### src/design/lfu_pkg.sv
// Shared types, constants and codes for the LFU cache with LRU tie-break.
`default_nettype none
package lfu_pkg;
  localparam int CAPACITY_DEF = 16;
  localparam int SLOT_W = 8;            // holds any index or rank up to 256 entries
  localparam logic CMD_GET = 1'b0;
  localparam logic CMD_PUT = 1'b1;
  localparam logic [4:0] CAP_RESET = 5'd16;
  localparam logic signed [31:0] READ_MISS = -32'sd1;

  // Search record handed from cell to cell.
  typedef struct packed {
    logic              found;
    logic [SLOT_W-1:0] found_idx;
    logic [31:0]       found_data;
    logic [SLOT_W-1:0] found_rank;
    logic              has_victim;
    logic [SLOT_W-1:0] victim_idx;
    logic [31:0]       victim_count;
    logic [SLOT_W-1:0] victim_rank;
    logic              has_free;
    logic [SLOT_W-1:0] free_idx;
  } lfu_scan_t;

  // Update broadcast to every cell.
  typedef struct packed {
    logic              touch_en;
    logic              write_data;
    logic [SLOT_W-1:0] tgt_idx;
    logic [SLOT_W-1:0] tgt_rank;
    logic              evict_en;
    logic [SLOT_W-1:0] victim_idx;
    logic [SLOT_W-1:0] victim_rank;
    logic              insert_en;
    logic [SLOT_W-1:0] slot_idx;
    logic [31:0]       key;
    logic [31:0]       data;
  } lfu_upd_t;
endpackage
`default_nettype wire

### src/design/lfu_ifs.sv
// Handshake channel interfaces for requests, responses and configuration.
`default_nettype none
interface lfu_req_if;
  logic               valid;
  logic               ready;
  logic               command;
  logic signed [31:0] key;
  logic signed [31:0] value;
  modport source (output valid, command, key, value, input ready);
  modport sink (input valid, command, key, value, output ready);
endinterface

interface lfu_rsp_if;
  logic               valid;
  logic               ready;
  logic               hit;
  logic signed [31:0] read_value;
  modport source (output valid, hit, read_value, input ready);
  modport sink (input valid, hit, read_value, output ready);
endinterface

interface lfu_cfg_if;
  logic       valid;
  logic       ready;
  logic [4:0] data;
  modport source (output valid, data, input ready);
  modport sink (input valid, data, output ready);
endinterface
`default_nettype wire

### src/design/lfu_cell.sv
// One cache entry: holds its state, joins the search record, applies updates.
`default_nettype none
module lfu_cell
  import lfu_pkg::*;
#(
  parameter int CAPACITY = CAPACITY_DEF,
  parameter int IDX = 0
) (
  input  wire logic        clk,
  input  wire logic        rst,
  input  wire logic [31:0] search_key,
  input  wire lfu_scan_t   scan_in,
  output      lfu_scan_t   scan_out,
  input  wire lfu_upd_t    upd
);
  localparam int RW = (CAPACITY > 1) ? $clog2(CAPACITY) : 1;
  localparam logic [SLOT_W-1:0] MY_IDX = SLOT_W'(IDX);

  logic          valid;
  logic [31:0]   key;
  logic [31:0]   data;
  logic [31:0]   count;
  logic [RW-1:0] rank;
  logic [SLOT_W-1:0] rank_w;
  lfu_scan_t     scan_next;
  logic          better;

  assign rank_w = SLOT_W'(rank);

  always_comb begin
    scan_next = scan_in;
    if (valid && key == search_key && !scan_in.found) begin
      scan_next.found      = 1'b1;
      scan_next.found_idx  = MY_IDX;
      scan_next.found_data = data;
      scan_next.found_rank = rank_w;
    end
    better = valid && (!scan_in.has_victim || count < scan_in.victim_count ||
             (count == scan_in.victim_count && rank_w > scan_in.victim_rank));
    if (better) begin
      scan_next.has_victim   = 1'b1;
      scan_next.victim_idx   = MY_IDX;
      scan_next.victim_count = count;
      scan_next.victim_rank  = rank_w;
    end
    if (!valid && !scan_in.has_free) begin
      scan_next.has_free = 1'b1;
      scan_next.free_idx = MY_IDX;
    end
  end

  always_ff @(posedge clk) begin
    scan_out <= scan_next;
  end

  always_ff @(posedge clk) begin
    if (rst) begin
      valid <= 1'b0;
    end else if (upd.touch_en) begin
      if (upd.tgt_idx == MY_IDX) begin
        rank <= '0;
        if (count != 32'hFFFF_FFFF) count <= count + 32'd1;
        if (upd.write_data) data <= upd.data;
      end else if (valid && rank_w < upd.tgt_rank) begin
        rank <= rank + RW'(1);
      end
    end else if (upd.insert_en || upd.evict_en) begin
      if (upd.insert_en && upd.slot_idx == MY_IDX) begin
        valid <= 1'b1;
        key   <= upd.key;
        data  <= upd.data;
        count <= 32'd1;
        rank  <= '0;
      end else if (upd.evict_en && upd.victim_idx == MY_IDX) begin
        valid <= 1'b0;
      end else if (valid) begin
        rank <= rank - RW'(upd.evict_en && rank_w > upd.victim_rank)
                     + RW'(upd.insert_en);
      end
    end
  end
endmodule
`default_nettype wire

### src/design/lfu_cache_lru_tiebreak.sv
// Top level: LFU cache with LRU tie-break built from a row of entry cells.
// One request is in flight at a time: a new one is taken only once the last has left the
// apply step. The search record walks the cell row one cell per cycle, then the apply step
// updates the cells and registers the response. A response still waiting at the output
// holds the next request in that final step.
// Reset (rst, synchronous): all entries invalid, occupancy zero, capacity 16.
`default_nettype none
module lfu_cache_lru_tiebreak
  import lfu_pkg::*;
#(
  parameter int CAPACITY = CAPACITY_DEF
) (
  input wire logic clk,
  input wire logic rst,
  lfu_req_if.sink   req,
  lfu_rsp_if.source rsp,
  lfu_cfg_if.sink   cfg
);
  localparam int OW = $clog2(CAPACITY + 1);
  localparam logic [1:0] ST_IDLE = 2'd0;
  localparam logic [1:0] ST_SCAN = 2'd1;
  localparam logic [1:0] ST_APPLY = 2'd2;

  logic [1:0]        state;
  logic [SLOT_W-1:0] cnt;
  logic              cmd;
  logic [31:0]       key;
  logic [31:0]       value;
  logic [4:0]        cap;
  logic [OW-1:0]     occ;
  logic              rsp_valid;
  logic              rsp_hit;
  logic [31:0]       rsp_data;

  lfu_scan_t scan [CAPACITY+1];
  lfu_scan_t last;
  lfu_upd_t  upd;

  logic [8:0] cap_eff;
  logic       do_apply, evict, insert, touch;

  // Configuration is always taken.
  assign cfg.ready = 1'b1;
  always_ff @(posedge clk) begin
    if (rst) begin
      cap <= CAP_RESET;
    end else if (cfg.valid) begin
      cap <= cfg.data;
    end
  end

  assign req.ready      = (state == ST_IDLE);
  assign rsp.valid      = rsp_valid;
  assign rsp.hit        = rsp_hit;
  assign rsp.read_value = rsp_data;

  // Row of cells; an empty record enters at the head.
  assign scan[0] = '0;
  for (genvar i = 0; i < CAPACITY; i++) begin : g_cell
    lfu_cell #(.CAPACITY(CAPACITY), .IDX(i)) u_cell (
      .clk(clk), .rst(rst), .search_key(key),
      .scan_in(scan[i]), .scan_out(scan[i+1]), .upd(upd)
    );
  end
  assign last = scan[CAPACITY];

  always_comb begin
    cap_eff = (9'(cap) > 9'(CAPACITY)) ? 9'(CAPACITY) : 9'(cap);
    // Hold the final step while the previous response is still waiting.
    do_apply = (state == ST_APPLY) && (!rsp_valid || rsp.ready);
    touch  = last.found && (cmd == CMD_GET || cap_eff != 9'd0);
    evict  = (cmd == CMD_PUT) && cap_eff != 9'd0 && !last.found &&
             9'(occ) >= cap_eff && last.has_victim;
    insert = (cmd == CMD_PUT) && cap_eff != 9'd0 && !last.found &&
             (evict || last.has_free);
    upd             = '0;
    upd.touch_en    = do_apply && touch;
    upd.write_data  = (cmd == CMD_PUT);
    upd.tgt_idx     = last.found_idx;
    upd.tgt_rank    = last.found_rank;
    upd.evict_en    = do_apply && evict;
    upd.victim_idx  = last.victim_idx;
    upd.victim_rank = last.victim_rank;
    upd.insert_en   = do_apply && insert;
    // Fill the lowest free entry, or the victim's if that comes first.
    upd.slot_idx    = (evict && !(last.has_free && last.free_idx < last.victim_idx)) ?
                      last.victim_idx : last.free_idx;
    upd.key         = key;
    upd.data        = value;
  end

  always_ff @(posedge clk) begin
    if (rst) begin
      state     <= ST_IDLE;
      occ       <= '0;
      rsp_valid <= 1'b0;
      cnt       <= '0;
    end else begin
      // Drop the response once taken, unless a new one replaces it this cycle.
      if (rsp_valid && rsp.ready && !do_apply) rsp_valid <= 1'b0;
      unique case (state)
        ST_IDLE: begin
          if (req.valid) begin
            cmd   <= req.command;
            key   <= req.key;
            value <= req.value;
            cnt   <= '0;
            state <= ST_SCAN;
          end
        end
        ST_SCAN: begin
          // Advance until the record has passed the last cell.
          if (cnt == SLOT_W'(CAPACITY - 1)) begin
            state <= ST_APPLY;
          end else begin
            cnt <= cnt + SLOT_W'(1);
          end
        end
        ST_APPLY: begin
          if (do_apply) begin
            rsp_valid <= 1'b1;
            rsp_hit   <= last.found;
            if (cmd == CMD_GET) begin
              rsp_data <= last.found ? last.found_data : READ_MISS;
            end else begin
              rsp_data <= '0;
            end
            occ   <= occ - OW'(evict) + OW'(insert);
            state <= ST_IDLE;
          end
        end
        default: state <= ST_IDLE;
      endcase
    end
  end
endmodule
`default_nettype wire

### src/flat_wrapper.sv
// flat-port wrapper written by rule: the top's interface ports become plain ports
module lfu_cache_lru_tiebreak_flat import lfu_pkg::*;
#(
  parameter int CAPACITY = CAPACITY_DEF
)
  (clk, rst, req_valid, req_command, req_key, req_value, req_ready, rsp_valid, rsp_hit, rsp_read_value, rsp_ready, cfg_valid, cfg_data, cfg_ready);
  lfu_req_if req_i ();
  lfu_rsp_if rsp_i ();
  lfu_cfg_if cfg_i ();
  input wire logic clk;
  input wire logic rst;
  input wire logic [$bits(req_i.valid)-1:0] req_valid;
  input wire logic [$bits(req_i.command)-1:0] req_command;
  input wire logic [$bits(req_i.key)-1:0] req_key;
  input wire logic [$bits(req_i.value)-1:0] req_value;
  output wire logic [$bits(req_i.ready)-1:0] req_ready;
  output wire logic [$bits(rsp_i.valid)-1:0] rsp_valid;
  output wire logic [$bits(rsp_i.hit)-1:0] rsp_hit;
  output wire logic [$bits(rsp_i.read_value)-1:0] rsp_read_value;
  input wire logic [$bits(rsp_i.ready)-1:0] rsp_ready;
  input wire logic [$bits(cfg_i.valid)-1:0] cfg_valid;
  input wire logic [$bits(cfg_i.data)-1:0] cfg_data;
  output wire logic [$bits(cfg_i.ready)-1:0] cfg_ready;
  assign req_i.valid = req_valid;
  assign req_i.command = req_command;
  assign req_i.key = req_key;
  assign req_i.value = req_value;
  assign req_ready = req_i.ready;
  assign rsp_valid = rsp_i.valid;
  assign rsp_hit = rsp_i.hit;
  assign rsp_read_value = rsp_i.read_value;
  assign rsp_i.ready = rsp_ready;
  assign cfg_i.valid = cfg_valid;
  assign cfg_i.data = cfg_data;
  assign cfg_ready = cfg_i.ready;
  lfu_cache_lru_tiebreak #(.CAPACITY(CAPACITY)) u_core (.clk(clk), .rst(rst), .req(req_i), .rsp(rsp_i), .cfg(cfg_i));
endmodule
### config.mk
export PLATFORM = sky130hd
export DESIGN_NAME = lfu_cache_lru_tiebreak_flat
export DESIGN_NICKNAME = d
export VERILOG_FILES = /design/src/design/lfu_pkg.sv /design/src/design/lfu_ifs.sv /design/src/design/lfu_cell.sv /design/src/design/lfu_cache_lru_tiebreak.sv /design/src/flat_wrapper.sv
export SDC_FILE = /design/constraint.sdc
export NUM_CORES = 2
export LEC_CHECK = 0
export ABC_AREA = 1
export BUFFER_PORTS_ARGS = -buffer_cell sky130_fd_sc_hd__buf_2
export CAP_MARGIN = 10
export CORE_ASPECT_RATIO = 1.75
export CORE_MARGIN = 3
export CORE_UTILIZATION = 45
export CTS_BUF_LIST = sky130_fd_sc_hd__clkbuf_16
export DETAILED_ROUTE_END_ITERATION = 10
export GPL_ROUTABILITY_DRIVEN = 0
export PLACE_DENSITY_LB_ADDON = 0.08
export SLEW_MARGIN = 20
export SYNTH_ARGS = -nofsm -noshare
export SYNTH_HDL_FRONTEND = slang
export SYNTH_SLANG_ARGS = --single-unit
### constraint.sdc
create_clock -name clk -period 4.67 [get_ports clk]
set_input_delay 0.467 -clock clk [delete_from_list [all_inputs] [get_ports clk]]
set_output_delay 0.467 -clock clk [all_outputs]
set_load 0.01 [all_outputs]
==> out/results.env <==
RUN_STATUS='completed'
TIMING.CRITICAL_PATH.REQUIRED_PS=5190
LAYOUT-DRIVE-GT1-SHARE=0.06995
CLOCK-ROOT-BUFFER='clkbuf_16'
REGISTER_TO_REGISTER_SETUP_SLACK_PS=270
SYNTHESIS.AREA_PER_INSTANCE_SQ_UM=9.506
GRT_FIRST_PASS_WIRELENGTH_MICRONS=611500
CRIT_CHAIN='nor2_1 -> nand2_1 -> nand2_1 -> nand2_1 -> ha_1 -> nand2_1 -> inv_1 -> nand4_1 -> nand3_1 -> nand2_1 -> nand2_1 -> nand2_2 -> inv_2 -> buf_4 -> nand3_1 -> nand2_1 -> nand2_1 -> nor2_4 -> buf_12'
DP_HPWL_MICRONS=291300
N_FILL_CELL=27710
VDD_IR_DROP_MAX_mV=0.3629
DESIGN.FINAL.NETS=15450
SYNTHESIS.NETS=15160
CTSHTREEMAXLEVEL=5
FINAL.PERIOD_UTILIZATION=0.9412
DIE_H_MICRONS=732.8
DRT-VIAS-PER-INSTANCE=5.323
ANTENNA_VIOLATING_NETS_POST_ROUTE=0
CRITICAL-PATH-MAX-STAGE-DELAY_PS=430
WORST_SETUP_PATH_START_KIND='flip-flop'
TRITONCTS='built'
COREAREA_SQ_UM=300200
MAX_SLEW_MARGIN=0.2590
ROUTE.VIAS.TOTAL=100600
SYNTH-SEQ-CELLS=3050
ROUTED_WIRE_LENGTH_PER_INSTANCE_MICRONS=21.42
ANTENNA_FOUND_INITIAL=21
WORST_HOLD_PATH.NUM_CELLS=6
DRT-PASS1-ITER-COUNT=6
SYNTH_ENABLE_FLOP_CELLS=1698
DRV_CAP=0
WHS_ENDPOINT='u_core.cnt[7]'
DRC=0
HOLD_PATH_STARTPOINT='req_valid'
ROWS=266
RR_ENDPOINT='u_core.g_cell[6].u_cell.count[23]'
CLOCK_SINK_COUNT=3050
POWER.STATIC_LEAKAGE_nW=62.64
FIRST_GLOBAL_VIAS=101900
DR.FIRST_ITER.DRC_COUNT=7143
LAYOUT_AREA_GROWTH_OVER_SYNTHESIS_PCT=12.38
TIMING.CRITICAL_PATH.SLOWEST_STAGE_CELL='nand2_1'
FLOORPLAN.INITIALDENSITY=0.4525
YS_SEQ_AREA_FRAC=0.5746
FINAL_UTIL=0.5086
R2R-START='u_core.cap[2]'
SETUP_TNS_FINAL_PS=0
POST_SYNTH_NUM_CELL_TYPES=63
POSTSYNTHCELLCOUNT=14290
HOLD_PATH_CLASS='in2reg'
DIE_W_MICRONS=421.3
SYNTH.CELL_AREA_SQ_UM=135800
RSZ0062_AT_GRT='no'
CELLPOWERDENSITY_nW_PER_UM2=350.2
GRT_UTIL_ALL_LAYERS=0.2570
BOUNDARYPINS=111
TIMING.CRITICAL_PATH.TO_TYPE='flip-flop'
NUMBER_OF_BUFFERS_CREATED_BY_CTS=297
CRIT_ARRIVAL_PS=4920
CLKTRANSATPATHREGS_PS=60
MOST_USED_DFF_POST_SYNTH='edfxtp_1'
ASYNC_SET_OR_RESET_REGISTER_RATIO_AFTER_SYNTHESIS=0
TIMING.FMAX_MHz=227.5
WORST_CASE_CLOCK_SKEW_PS=56.19
DESIGN.DIE.AREA_SQ_UM=308800
CLK-INSERTION-DELAY-LATE_PS=880
PIN_COUNT_OF_THE_BIGGEST_NET_ENTERING_GLOBAL_ROUTING=78
DEPTH_OF_THE_WORST_REGISTER_TO_REGISTER_PATH=19
PERIOD_NEEDED_PS=4395
REPORT.FINAL.HOLD_VIOL_COUNT=0
WORST-PATH-MAX-FANOUT=32
CTS-ROOT-TO-SINK-BUFFERS=4
MOST_FREQUENT_CELL_ON_THE_CRITICAL_PATH='nand2_1'
SYNTHESIS.YOSYS.WARNINGS=0
WORST-SETUP-PATH-TYPE='reg2reg'
FINALWIRELENGTH_MICRONS=404700
MAXSLEWVIOLCOUNT=0
PORT-BUFFER-COUNT=109
TIMING.FINAL.SETUP_VIOLATIONS=0
GRT.OVERFLOW.TOTAL=0
WORST-SLEW-PIN-TRANSITION_PS=1112
[cells in the final DEF, fill, tap and decap left out, drive strengths merged, types with 57 or more instances in the layout]
| cell | netlist | final |
|---|---|---|
| or2 | 102 | 102 |
| edfxtp | 1698 | 1698 |
| o21ai | 473 | 473 |
| dlygate4sd3 | 0 | 72 |
| nand4 | 222 | 222 |
| inv | 1683 | 1767 |
| nand2 | 3755 | 3755 |
| clkbuf | 281 | 310 |
| nor3b | 90 | 90 |
| a21oi | 576 | 576 |
| ha | 778 | 778 |
| xnor2 | 168 | 168 |
| o22ai | 98 | 98 |
| nor3 | 346 | 346 |
| o21a | 57 | 57 |
| nand3 | 827 | 827 |
| nor4 | 124 | 124 |
| nor2 | 911 | 911 |
| dfxtp | 1352 | 1352 |
| xor2 | 242 | 242 |
| diode | 0 | 63 |
| buf | 161 | 358 |
| clkinv | 6 | 114 |
[worst max-delay path by stage]
stage,to,cells after the start,startpoint,slack (ps)
2_1_floorplan,u_core.g_cell[10].u_cell.data[0],20,u_core.cap[2],490
3_3_place_gp,u_core.g_cell[5].u_cell.count[24],19,u_core.cap[2],180
3_5_place_dp,u_core.g_cell[5].u_cell.count[25],19,u_core.cap[2],350
4_1_cts,u_core.g_cell[5].u_cell.count[30],19,u_core.cap[2],290
5_1_grt,u_core.g_cell[9].u_cell.data[24],19,u_core.cap[2],30
6_report,u_core.g_cell[6].u_cell.count[23],19,u_core.cap[2],270
[cell usage after synthesis (38+ instances only)]
cell / instances / area share
ha_1: 778 / 0.072
o211ai_1: 38 / 0.0021
nor3b_1: 90 / 0.0050
o21a_1: 57 / 0.0031
clkbuf_1: 281 / 0.0078
nor4_1: 118 / 0.0054
a211oi_1: 41 / 0.0023
inv_1: 1656 / 0.046
or2_2: 101 / 0.0047
buf_2: 111 / 0.0041
nor3_1: 345 / 0.013
xor2_1: 242 / 0.016
dfxtp_1: 1352 / 0.20
xnor2_1: 168 / 0.011
nand2_1: 3750 / 0.10
nand3_1: 824 / 0.030
nor2_1: 906 / 0.025
nand4_1: 222 / 0.010
edfxtp_1: 1698 / 0.38
o22ai_1: 98 / 0.0045
a21oi_1: 576 / 0.021
o21ai_0: 463 / 0.017
[registers in the layout (all words and copies together), names as in the netlist]
| name | count |
|---|---|
| u_core.cnt | 8 |
| u_core.rsp.read_value | 32 |
| u_core.value | 32 |
| u_core.g_cell.u_cell.valid | 16 |
| u_core.g_cell.u_cell.rank | 64 |
| u_core.g_cell.u_cell.count | 512 |
| u_core.key | 32 |
| u_core.g_cell.u_cell.scan_out | 1315 |
| u_core.state | 2 |
| u_core.g_cell.u_cell.key | 512 |
| u_core.rsp.hit | 1 |
| u_core.rsp.valid | 1 |
| u_core.g_cell.u_cell.data | 512 |
| u_core.cap | 5 |
| u_core.cmd | 1 |
| u_core.occ | 5 |
[cells by family after synthesis]
kind of cell / share of synthesized area
simple gates: 0.2005
flops: 0.5746
buf+inv: 0.06060
compound gates: 0.06093
fa+ha+maj: 0.07416
xor+xnor: 0.02643
mux: 0.002736
other cells: 0.00002760
[through the flow]
stage | cells | power (mW) | hold WS (ps) | setup WS [ps] | instance area, sq um
2_1_floorplan | 14290 | 29.66 | 359.2 | 489.8 | 135800
3_3_place_gp | 18220 | 30.28 | 389.4 | 176.1 | 142400
3_5_place_dp | 18220 | 30.31 | 393.5 | 352.3 | 142400
4_1_cts | 18830 | 54.07 | 45.96 | 286.1 | 152500
5_1_grt | 18880 | 55.16 | 146.3 | 31.79 | 152600
6_report | 18890 | 53.46 | 147.9 | 274.7 | 152700
[critical path, delay by kind of cell, from the launching register on]
| family | cells | cell delay (ps) |
|---|---|---|
| and+or+nand+nor | 14 | 2660 |
| buffers and inverters | 4 | 690 |
| DFF | 1 | 320 |
| adders and majority gates | 1 | 300 |
[routing by layer]
| layer | vias up | GRT usage | part of all wire | wire [microns] |
|---|---|---|---|---|
| met5 | - | 0 | 0.000074 | 30 |
| met3 | 1024 | 0.02996 | 0.045 | 18060 |
| li1 | 48250 | - | - | - |
| met2 | 2933 | 0.4746 | 0.52 | 209400 |
| met4 | 4 | 0.1576 | 0.069 | 27900 |
| met1 | 48360 | 0.2794 | 0.37 | 149400 |
[what timing repair did]
action	4_1_cts	5_1_grt
setup endpoints to repair	0	64
hold endpoints to repair	72	0
hold buffers	72	0
resized for setup	0	1
setup buffers	0	0
[power by group]
part	internal (mW)	total (mW)	leakage, nW	switching [mW]
sequential	28.3	28.5	26.0	0.196
clock	13.2	23.7	4.86	10.5
combinational	0.386	1.24	31.8	0.850
total	41.9	53.5	62.6	11.5
[area by class of cell]
cell class,count,area (sq um),area share
sequential,3050,78070,0.5113
clock inverter,222,1627,0.01065
inverter,1689,6345,0.04156
clock buffer,310,7757,0.05081
timing repair buffer,430,3749,0.02455
antenna,63,157.7,0.001033
tap,4020,5030,0.03295
multi-input combinational,9109,49940,0.3271
No activity file was read; power rests on OpenSTA's default activity.
